`src/hdl/gm_pkg.sv`:
```
`default_nettype none

package gm_pkg;

  // pattern capacity and the width of a length count up to it
  localparam int PATTERN_MAX = 32;
  localparam int LEN_W       = $clog2(PATTERN_MAX + 1);

  // wildcard bytes
  localparam logic [7:0] WILD_ONE = 8'h3F;
  localparam logic [7:0] WILD_ANY = 8'h2A;

  typedef enum logic [1:0] {
    CMD_CLEAR  = 2'd0,
    CMD_APPEND = 2'd1,
    CMD_TEXT   = 2'd2,
    CMD_END    = 2'd3
  } gm_cmd_t;

  // broadcast to every cell of the chain
  typedef struct packed {
    logic       fire;
    gm_cmd_t    cmd;
    logic [7:0] chr;
  } gm_ctrl_t;

endpackage

`default_nettype wire

```
`src/hdl/gm_cell.sv`:
```
`default_nettype none

module gm_cell (
  input  wire logic             clk,
  input  wire logic             rst_n,
  input  wire gm_pkg::gm_ctrl_t ctrl,
  input  wire logic             wr_en,
  input  wire logic             in_range,
  input  wire logic             head,
  input  wire logic             carry_in,
  input  wire logic             step_in,
  output logic                  carry_out,
  output logic                  step_out,
  output logic                  closed_out,
  output logic                  active_out
);
  import gm_pkg::*;

  logic [7:0] char_r;
  logic       active_r;
  logic       active_nxt;
  logic       is_star;
  logic       hit;

  // star closure ripples in from the left neighbour
  assign is_star    = (char_r == WILD_ANY);
  assign hit        = (char_r == WILD_ONE) || (char_r == ctrl.chr);
  assign closed_out = active_r | carry_in;
  assign carry_out  = closed_out & in_range & is_star;
  assign step_out   = closed_out & in_range & ~is_star & hit;
  assign active_out = active_r;

  // next active bit for each command
  always_comb begin
    active_nxt = active_r;
    if (ctrl.fire) begin
      case (ctrl.cmd)
        CMD_CLEAR:  active_nxt = head;
        CMD_APPEND: active_nxt = active_r;
        CMD_TEXT:   active_nxt = carry_out | step_in;
        CMD_END:    active_nxt = head;
        default:    active_nxt = active_r;
      endcase
    end
  end

  always_ff @(posedge clk) begin
    if (!rst_n) begin
      active_r <= head;
    end else begin
      active_r <= active_nxt;
    end
  end

  // pattern byte, loaded once per append at this position
  always_ff @(posedge clk) begin
    if (ctrl.fire && (ctrl.cmd == CMD_APPEND) && wr_en) begin
      char_r <= ctrl.chr;
    end
  end

endmodule

`default_nettype wire

```
`src/hdl/wildcard_glob_matcher.sv`:
```
// the result appears in the cycle after an accepted end-of-text transaction
// throughput: one transaction per cycle for every command while in_stall is low; no result for other commands
// the period is set by the star closure rippling through the row of cells
// synchronous reset clears pattern length, overflow and result valid,
// and leaves only position zero active; pattern bytes are not reset
`default_nettype none

module wildcard_glob_matcher (
  input  wire logic       clk,
  input  wire logic       rst_n,
  input  wire logic       in_valid,
  output logic            in_stall,
  input  wire logic [1:0] in_command,
  input  wire logic [7:0] in_character,
  output logic            out_valid,
  input  wire logic       out_stall,
  output logic            out_matched,
  output logic            out_pattern_overflow
);
  import gm_pkg::*;

  logic                 accept;
  gm_ctrl_t             ctrl;
  logic [LEN_W-1:0]     len_r, len_nxt;
  logic                 ovf_r, ovf_nxt;
  logic                 tail_r, tail_nxt;
  logic                 out_valid_r, out_valid_nxt;
  logic                 out_matched_r, out_matched_nxt;
  logic                 out_ovf_r, out_ovf_nxt;
  logic [PATTERN_MAX:0] carry;
  logic [PATTERN_MAX:0] step;
  logic [PATTERN_MAX:0] closed;
  logic [PATTERN_MAX:0] act_vec;
  logic                 full;

  // input handshake: take a transaction unless a result is blocked
  assign in_stall = out_valid_r & out_stall;
  assign accept   = in_valid & ~in_stall;
  assign full     = (len_r == LEN_W'(PATTERN_MAX));

  assign ctrl.fire = accept;
  assign ctrl.cmd  = gm_cmd_t'(in_command);
  assign ctrl.chr  = in_character;

  assign carry[0] = 1'b0;
  assign step[0]  = 1'b0;

  // row of cells, one per pattern position
  for (genvar p = 0; p < PATTERN_MAX; p++) begin : g_cell
    gm_cell u_cell (
      .clk        (clk),
      .rst_n      (rst_n),
      .ctrl       (ctrl),
      .wr_en      (len_r == LEN_W'(p)),
      .in_range   (LEN_W'(p) < len_r),
      .head       (p == 0),
      .carry_in   (carry[p]),
      .step_in    (step[p]),
      .carry_out  (carry[p+1]),
      .step_out   (step[p+1]),
      .closed_out (closed[p]),
      .active_out (act_vec[p])
    );
  end

  // final position, past the last byte of a full pattern
  assign closed[PATTERN_MAX]  = tail_r | carry[PATTERN_MAX];
  assign act_vec[PATTERN_MAX] = tail_r;

  // control next state and result
  always_comb begin
    len_nxt         = len_r;
    ovf_nxt         = ovf_r;
    tail_nxt        = tail_r;
    out_valid_nxt   = out_valid_r & out_stall;
    out_matched_nxt = out_matched_r;
    out_ovf_nxt     = out_ovf_r;
    if (accept) begin
      case (ctrl.cmd)
        CMD_CLEAR: begin
          len_nxt  = '0;
          ovf_nxt  = 1'b0;
          tail_nxt = 1'b0;
        end
        CMD_APPEND: begin
          if (full) begin
            ovf_nxt = 1'b1;
          end else begin
            len_nxt = len_r + LEN_W'(1);
          end
        end
        CMD_TEXT: begin
          tail_nxt = step[PATTERN_MAX];
        end
        CMD_END: begin
          tail_nxt        = 1'b0;
          out_valid_nxt   = 1'b1;
          out_matched_nxt = closed[len_r];
          out_ovf_nxt     = ovf_r;
        end
        default: begin
          tail_nxt = tail_r;
        end
      endcase
    end
  end

  always_ff @(posedge clk) begin
    if (!rst_n) begin
      len_r       <= '0;
      ovf_r       <= 1'b0;
      tail_r      <= 1'b0;
      out_valid_r <= 1'b0;
    end else begin
      len_r       <= len_nxt;
      ovf_r       <= ovf_nxt;
      tail_r      <= tail_nxt;
      out_valid_r <= out_valid_nxt;
    end
  end

  // result payload
  always_ff @(posedge clk) begin
    out_matched_r <= out_matched_nxt;
    out_ovf_r     <= out_ovf_nxt;
  end

  assign out_valid            = out_valid_r;
  assign out_matched          = out_matched_r;
  assign out_pattern_overflow = out_ovf_r;

  // checks on length, overflow, restart, end-of-text result and the final position
  a_len_range: assert property (@(posedge clk) disable iff (!rst_n)
    len_r <= LEN_W'(PATTERN_MAX))
    else $error("pattern length beyond capacity");

  a_ovf_full: assert property (@(posedge clk) disable iff (!rst_n)
    ovf_r |-> full)
    else $error("overflow flagged while pattern not full");

  a_restart: assert property (@(posedge clk) disable iff (!rst_n)
    accept && (ctrl.cmd == CMD_CLEAR || ctrl.cmd == CMD_END)
      |=> act_vec == (PATTERN_MAX+1)'(1))
    else $error("matching did not restart at position zero");

  a_end_result: assert property (@(posedge clk) disable iff (!rst_n)
    accept && (ctrl.cmd == CMD_END) |=> out_valid_r)
    else $error("end of text gave no result");

  a_active_bound: assert property (@(posedge clk) disable iff (!rst_n)
    tail_r |-> full)
    else $error("final position active with short pattern");

endmodule

`default_nettype wire
```
`config.mk`:
```
export PLATFORM = sky130hd
export DESIGN_NAME = wildcard_glob_matcher
export DESIGN_NICKNAME = d
export VERILOG_FILES = /design/src/hdl/gm_pkg.sv /design/src/hdl/gm_cell.sv /design/src/hdl/wildcard_glob_matcher.sv
export SDC_FILE = /design/constraint.sdc
export NUM_CORES = 1
export LEC_CHECK = 0
export ABC_AREA = 1
export BUFFER_PORTS_ARGS = -buffer_cell sky130_fd_sc_hd__buf_4
export CAP_MARGIN = 40
export CORE_ASPECT_RATIO = 0.5
export CORE_MARGIN = 1.5
export CORE_UTILIZATION = 65
export DETAILED_ROUTE_END_ITERATION = 12
export PLACE_DENSITY = 0.89
export RECOVER_POWER = 50
export SLEW_MARGIN = 25
export SYNTH_ARGS = -nofsm -noshare
export SYNTH_HDL_FRONTEND = slang
export SYNTH_HIERARCHICAL = 1
export SYNTH_SLANG_ARGS = --single-unit
```
`constraint.sdc`:
```
create_clock -name clk -period 21.3 [get_ports clk]
set_input_delay 1.065 -clock clk [delete_from_list [all_inputs] [get_ports clk]]
set_output_delay 1.065 -clock clk [all_outputs]
set_load 0.02 [all_outputs]
```
==> Word level (Yosys, flattened, before mapping) <==
Cells that the tools add are included.
W data, S select, Z words.
{ "word_totals": {"reg_bits": 299, "inputBits": 14, "out_inout_bits": 4} }
{ "classes": {"add_sub_neg": 1, "n_lt_le_gt_ge": 33, "n_eq_ne": 133, "n_mux": 41, "bitwise": 227, "reduce_logical": 75} }
{ "ops": {"columns": ["op", "count"], "rows": [
  ["$eq A8 B6 Y1 const B", 64],
  ["$eq A8 B8 Y1", 32],
  ["$and A1 B1 Y1", 130],
  ["$eq A6 B5 Y1 const B", 16],
  ["$lt A5 B6 Y1 const A", 16],
  ["$pmux W1 S2", 34],
  ["$or A1 B1 Y1", 63],
  ["$eq A6 B4 Y1 const B", 8],
  ["$lt A4 B6 Y1 const A", 8],
  ["$not A1 Y1", 34],
  ["$logic_and A1 B1 Y1", 33],
  ["$logic_or A1 B1 Y1", 32],
  ["$eq A6 B3 Y1 const B", 4],
  ["$lt A3 B6 Y1 const A", 4],
  ["$eq A6 B2 Y1 const B", 2],
  ["$lt A1 B6 Y1 const A", 2],
  ["$lt A2 B6 Y1 const A", 2],
  ["$pmux W6 S2", 1],
  ["$lt A6 B7 Y1 const B", 1],
  ["$add A6 B1 Y6 const B", 1],
  ["$bmux W1 S6", 1],
  ["$eq A6 B1 Y1 const B", 1],
  ["$eq A6 B6 Y1 const B", 1],
  ["$logic_not A6 Y1", 1],
  ["other kinds (10)", 19]
]} }

==> Logic depth before layout (Yosys ltp) <==
{ "logic_depth": {"depth_word": 99, "ltp_mapped": 110} }

==> Modules after synthesis <==
The synthesis kept the hierarchy.
{ "by_module_without_submodules": {"columns": ["module", "instances", "cells_per_inst", "area_per_inst_um2"], "rows": [
  ["gm_cell", 32, 70, 556.8],
  ["wildcard_glob_matcher", 1, 300, 1605.3]
]} }

==> Least setup slack after synthesis <==
No wires, ideal clock.
{ "synth_path": {"kind": "reg-to-reg", "startpoint": "register len_r[1]", "endpoint": "register out_matched_r, in the netlist out_matched (data pin)", "setup_time_ns": 0.257, "arrival_ns": 12.303, "required_ns": 21.043, "path_slack_ns": 8.740, "stages_incl_launch_ff": 111, "synth_period_minus_slack_ns": 12.560, "cell_sequence": "dfxtp_1 buf_4 inv_2 ha_1 nand2_4 nor2_1 inv_1 o21a_1 nand4_2 inv_1 o21a_1 nand4_2 inv_1 o21a_1 nand4_2 inv_1 o21a_1 nand4_2 [75 not listed] inv_1 o21a_1 nand4_2 inv_1 o21a_1 nand4_2 inv_1 or2_2 inv_1 nand2_1 nand3_1 nand2_1 inv_1 nand2_1 nand2_1 nand2_1 o21ai_1 nand2_1"} }
{ "synth_via": {"elab_chain_len": 99, "word_cells_on_any_way": 130} }
{ "synth_rtl": {"columns": ["item", "line_no", "source"], "rows": [
  ["from (decl)", "wildcard_glob_matcher.sv:24", "logic [LEN_W-1:0] len_r, len_nxt;"],
  ["from (signal assigned)", "wildcard_glob_matcher.sv:115", "len_r <= len_nxt;"],
  ["$lt A1 B6 Y1 (*)", "wildcard_glob_matcher.sv:55", ".in_range (LEN_W'(p) < len_r),"],
  ["$and A1 B1 Y1 (*) (2 in a row)", "gm_cell.sv:29", "assign carry_out = closed_out & in_range & is_star;"],
  ["net carry[1]", "wildcard_glob_matcher.sv:30", "logic [PATTERN_MAX:0] carry;"],
  ["$or A1 B1 Y1 (*)", "gm_cell.sv:28", "assign closed_out = active_r | carry_in;"],
  ["$and A1 B1 Y1 (*) (2 in a row)", "gm_cell.sv:29", null],
  ["net carry[2]", "wildcard_glob_matcher.sv:30", null],
  ["$or A1 B1 Y1 (*)", "gm_cell.sv:28", null],
  ["$and A1 B1 Y1 (*) (2 in a row)", "gm_cell.sv:29", null],
  ["net carry[3]", "wildcard_glob_matcher.sv:30", null],
  ["[3 not listed]", null, null],
  ["net carry[4]", "wildcard_glob_matcher.sv:30", null],
  ["[3 not listed]", null, null],
  ["net carry[5]", "wildcard_glob_matcher.sv:30", null],
  ["[3 not listed]", null, null],
  ["net carry[6]", "wildcard_glob_matcher.sv:30", null],
  ["[3 not listed]", null, null],
  ["net carry[7]", "wildcard_glob_matcher.sv:30", null],
  ["[3 not listed]", null, null],
  ["net carry[8]", "wildcard_glob_matcher.sv:30", null],
  ["[3 not listed]", null, null],
  ["net carry[9]", "wildcard_glob_matcher.sv:30", null],
  ["[3 not listed]", null, null],
  ["net carry[10]", "wildcard_glob_matcher.sv:30", null],
  ["[3 not listed]", null, null],
  ["net carry[11]", "wildcard_glob_matcher.sv:30", null],
  ["[3 not listed]", null, null],
  ["net carry[12]", "wildcard_glob_matcher.sv:30", null],
  ["[3 not listed]", null, null],
  ["net carry[13]", "wildcard_glob_matcher.sv:30", null],
  ["[3 not listed]", null, null],
  ["net carry[14]", "wildcard_glob_matcher.sv:30", null],
  ["[3 not listed]", null, null],
  ["net carry[15]", "wildcard_glob_matcher.sv:30", null],
  ["[3 not listed]", null, null],
  ["net carry[16]", "wildcard_glob_matcher.sv:30", null],
  ["[3 not listed]", null, null],
  ["net carry[17]", "wildcard_glob_matcher.sv:30", null],
  ["[3 not listed]", null, null],
  ["net carry[18]", "wildcard_glob_matcher.sv:30", null],
  ["[3 not listed]", null, null],
  ["net carry[19]", "wildcard_glob_matcher.sv:30", null],
  ["[3 not listed]", null, null],
  ["net carry[20]", "wildcard_glob_matcher.sv:30", null],
  ["[3 not listed]", null, null],
  ["net carry[21]", "wildcard_glob_matcher.sv:30", null],
  ["[3 not listed]", null, null],
  ["net carry[22]", "wildcard_glob_matcher.sv:30", null],
  ["[3 not listed]", null, null],
  ["net carry[23]", "wildcard_glob_matcher.sv:30", null],
  ["[3 not listed]", null, null],
  ["net carry[24]", "wildcard_glob_matcher.sv:30", null],
  ["[3 not listed]", null, null],
  ["net carry[25]", "wildcard_glob_matcher.sv:30", null],
  ["[3 not listed]", null, null],
  ["net carry[26]", "wildcard_glob_matcher.sv:30", null],
  ["[3 not listed]", null, null],
  ["net carry[27]", "wildcard_glob_matcher.sv:30", null],
  ["[3 not listed]", null, null],
  ["net carry[28]", "wildcard_glob_matcher.sv:30", null],
  ["[3 not listed]", null, null],
  ["net carry[29]", "wildcard_glob_matcher.sv:30", null],
  ["[3 not listed]", null, null],
  ["net carry[30]", "wildcard_glob_matcher.sv:30", null],
  ["[1 not listed]", null, null],
  ["$and A1 B1 Y1 (*) (2 in a row)", "gm_cell.sv:29", null],
  ["net carry[31]", "wildcard_glob_matcher.sv:30", null],
  ["$or A1 B1 Y1 (*)", "gm_cell.sv:28", null],
  ["net closed[31]", "wildcard_glob_matcher.sv:32", "logic [PATTERN_MAX:0] closed;"],
  ["$and A1 B1 Y1 (2 in a row)", "gm_cell.sv:29", null],
  ["$or A1 B1 Y1", "wildcard_glob_matcher.sv:67", "assign closed[PATTERN_MAX] = tail_r | carry[PATTERN_MAX];"],
  ["$bmux W1 S6 (*)", "wildcard_glob_matcher.sv:98", "out_matched_nxt = closed[len_r];"],
  ["$mux W1 (not written as such) (*)", "wildcard_glob_matcher.sv:98", null],
  ["to (signal assigned)", "wildcard_glob_matcher.sv:124", "out_matched_r <= out_matched_nxt;"],
  ["to (decl)", "wildcard_glob_matcher.sv:28", "logic out_matched_r, out_matched_nxt;"]
]} }
The timed path passes the listed nets; every way through them passes the cells marked *. The select of a mux whose other input is x is not followed.
A chain may end at the register's enable or synchronous reset.

==> Final worst setup path <==
Ends and elaborated chain as after synthesis.

==> flow_metrics.tcl <==
set metrics [dict create \
    outcome "complete, but fails checks" \
    postCtsHoldBufs 0 \
    hold_class "reg -> reg" \
    drive_gt1_frac 0.0731 \
    slowest_stage "dfxtp_1" \
    ios 18 \
    synth-edff-count 290 \
    crit_family "compound AO/OA/AOI/OAI gates" \
    drc 0 \
    mostFrequentLayoutCells "903 x nand2_1, 547 x inv_1, 290 x edfxtp_1, 248 x nor2_1, 96 x xnor2_1" \
    worstMarginPinSlew_ns 3.22 \
    start_util 0.666 \
    grt_usage 0.309 \
    wl_per_cell_um 15.6 \
    cp-startpoint "len_r[1]$_SDFFE_PN0P_" \
    coreArea_sq_um 29200 \
    cts_resized 0 \
    power_density_nw_per_um2 61.1 \
    ys_seq_area_frac 0.458 \
    ant_nets 0 \
    violations "max-capacitance violations, max-slew violations" \
    use_met3 0.0556 \
    grt_max_degree 70 \
    clock_sinks 299 \
    synth_cells 2540 \
    cpMostUsedCell "inv_1" \
    antenna_found_initial 0 \
    r2r_setup_slack_ns 6.24 \
    drt_wl_total_um 47300 \
    yosysWarnings 6 \
    syn_area_sq_um 19400 \
    clock_latency_ns 0.56 \
    crit_required_ns 21.72 \
    rsz0062_at_grt "no" \
    r2r_start "len_r[1]$_SDFFE_PN0P_" \
    tritoncts.num_buffers 27 \
    die_h_um 125 \
    arrival_ns 15.48 \
    cap_violations 16 \
    reg2reg_depth 109 \
    postCtsSetupRepairBufs 0 \
    use_met1 0.419 \
    final_core_util 0.720 \
    rows 44 \
    leakagePower_nw 10.5 \
    portBuffers 17 \
    n_antenna_cell 0 \
    hold_violations 0 \
    num_vias 16400 \
    drtPass1Iterations 7 \
    area_growth_pct 8.15 \
    cts_buffer_depth 3 \
    fin_nets 2675 \
    path_class "reg -> reg" \
    synth_seq_cells 299 \
    ys_types 32 \
    cts_tree "yes" \
    gp_congestion 0.972 \
    start_kind "flop" \
    syn_avg_cell_area_sq_um 7.65 \
    grt_pass1_wl_um 76300 \
    grt_pass1_vias 15700 \
    finalSetupTns_ns 0 \
    ir_drop_mv 0.0567 \
    setup_viol 0 \
    period_minus_slack_ns 15.06 \
    skew_ns 0.0233 \
    async_reset_ff_frac 0 \
    synth_flop_cell "edfxtp_1" \
    first_iter_violations 1961 \
    root_buffer "clkbuf_16" \
    r2r-end "out_matched$_DFFE_PP_" \
    endpoint "out_matched$_DFFE_PP_" \
    cp-end-kind "flop" \
    path_clk_slew_ns 0.07 \
    die_w_um 247 \
    vias_per_cell 5.42 \
    crit_path_max_incr_delay_ns 0.71 \
    worst-path-max-fanout 13 \
    die-area_sq_um 31000 \
    grt-ovfl-total 0 \
    dp_hpwl_um 32200 \
    cts_max_level 1 \
    path_buf_inv 35 \
    drv_slew 702 \
    layout_worst_path_cycle_share 0.707 \
    grtUsageMet2 0.512 \
    fmax_mhz 66.4 \
    slew_headroom -1.15 \
    cp.depth 109 \
    grt_most_used_layer "met2" \
    mostFrequentLayoutCell "nand2_1" \
]
## layout make-up
class,count,area [sq um]
Fill cell,2038,8170
Sequential cell,299,8890
Clock inverter,13,135
Multi-Input combinational cell,1712,8510
Inverter,554,2080
Timing Repair Buffer,28,155
Tap cell,391,489
Clock buffer,36,749
## sequential cells by signal, summed over array words and instances, names as in the netlist
register	flops
g_cell.u_cell/active_out	32
g_cell.u_cell/char_r	256
len_r	6
out_matched	1
out_pattern_overflow	1
out_valid	1
ovf_r	1
tail_r	1
## power by group
group / total (mW) / internal, mW / switching (mW)
combinational: 0.127 / 0.0434 / 0.0832
sequential: 0.659 / 0.655 / 0.00400
clock: 0.497 / 0.282 / 0.215
## layer usage
layer	share of wire	wire length, um
met1	0.42	19800
met2	0.46	21700
met3	0.10	4800
met4	0.020	945
met5	0	0
## cell usage after synthesis, types with 8 or more instances
master,count,share of area
a21oi_1,71,0.018
a21oi_2,32,0.014
dfxtp_1,9,0.0093
edfxtp_1,290,0.45
ha_1,39,0.025
inv_1,547,0.11
nand2_1,901,0.17
nand3_1,50,0.013
nand4_1,33,0.011
nand4_2,32,0.021
nor2_1,247,0.048
nor3_1,8,0.0021
nor3_2,32,0.016
o21a_1,33,0.013
o21ai_0,46,0.012
or2_2,32,0.010
xnor2_1,96,0.043
## cells by family (layout without fill, tap and decap cells)
group | count (synthesis) | count (layout) | share of synthesized area
and+or+nand+nor | 1352 | 1352 | 0.303
other | 2 | 35 | 0.000387
xor gates and xnor gates | 96 | 96 | 0.0433
adders and majority gates | 39 | 39 | 0.0251
buffers and inverters | 562 | 631 | 0.110
AOI/OAI and AO/OA | 190 | 190 | 0.0602
DFF | 299 | 299 | 0.458
## worst min path at each step
stage / slack (ns) / start / endpoint / cells after the start
CTS: 0.46 / ovf_r$_SDFFE_PN0P_ / out_pattern_overflow$_DFFE_PP_ / 0
floorplan: 0.41 / ovf_r$_SDFFE_PN0P_ / out_pattern_overflow$_DFFE_PP_ / 0
finish: 0.46 / ovf_r$_SDFFE_PN0P_ / out_pattern_overflow$_DFFE_PP_ / 0
global placement: 0.45 / ovf_r$_SDFFE_PN0P_ / out_pattern_overflow$_DFFE_PP_ / 0
detailed placement: 0.45 / ovf_r$_SDFFE_PN0P_ / out_pattern_overflow$_DFFE_PP_ / 0
global route: 0.47 / ovf_r$_SDFFE_PN0P_ / out_pattern_overflow$_DFFE_PP_ / 0
## stage by stage
step | hold WS, ns | cell area (sq um) | power, mW | setup WS, ns | instances
finish | 0.464 | 21000 | 1.28 | 6.24 | 3033
global route | 0.475 | 21000 | 1.32 | 5.15 | 3033
CTS | 0.463 | 21100 | 1.28 | 6.47 | 3033
detailed placement | 0.447 | 20200 | 0.791 | 6.64 | 2984
global placement | 0.448 | 20200 | 0.784 | 7.48 | 2982
floorplan | 0.409 | 19500 | 0.741 | 8.74 | 2573
## worst reg2reg max path: cells and delay by family (launching register included)
| kind | cells | cell delay (ns) |
|---|---|---|
| flip-flops | 1 | 0.71 |
| buffers and inverters | 35 | 3.47 |
| AND/OR/NAND/NOR | 41 | 5.03 |
| AO/OA/AOI/OAI | 32 | 5.43 |
| adder cells (fa/ha/maj) | 1 | 0.30 |
Power figures use the tool's default switching activity.
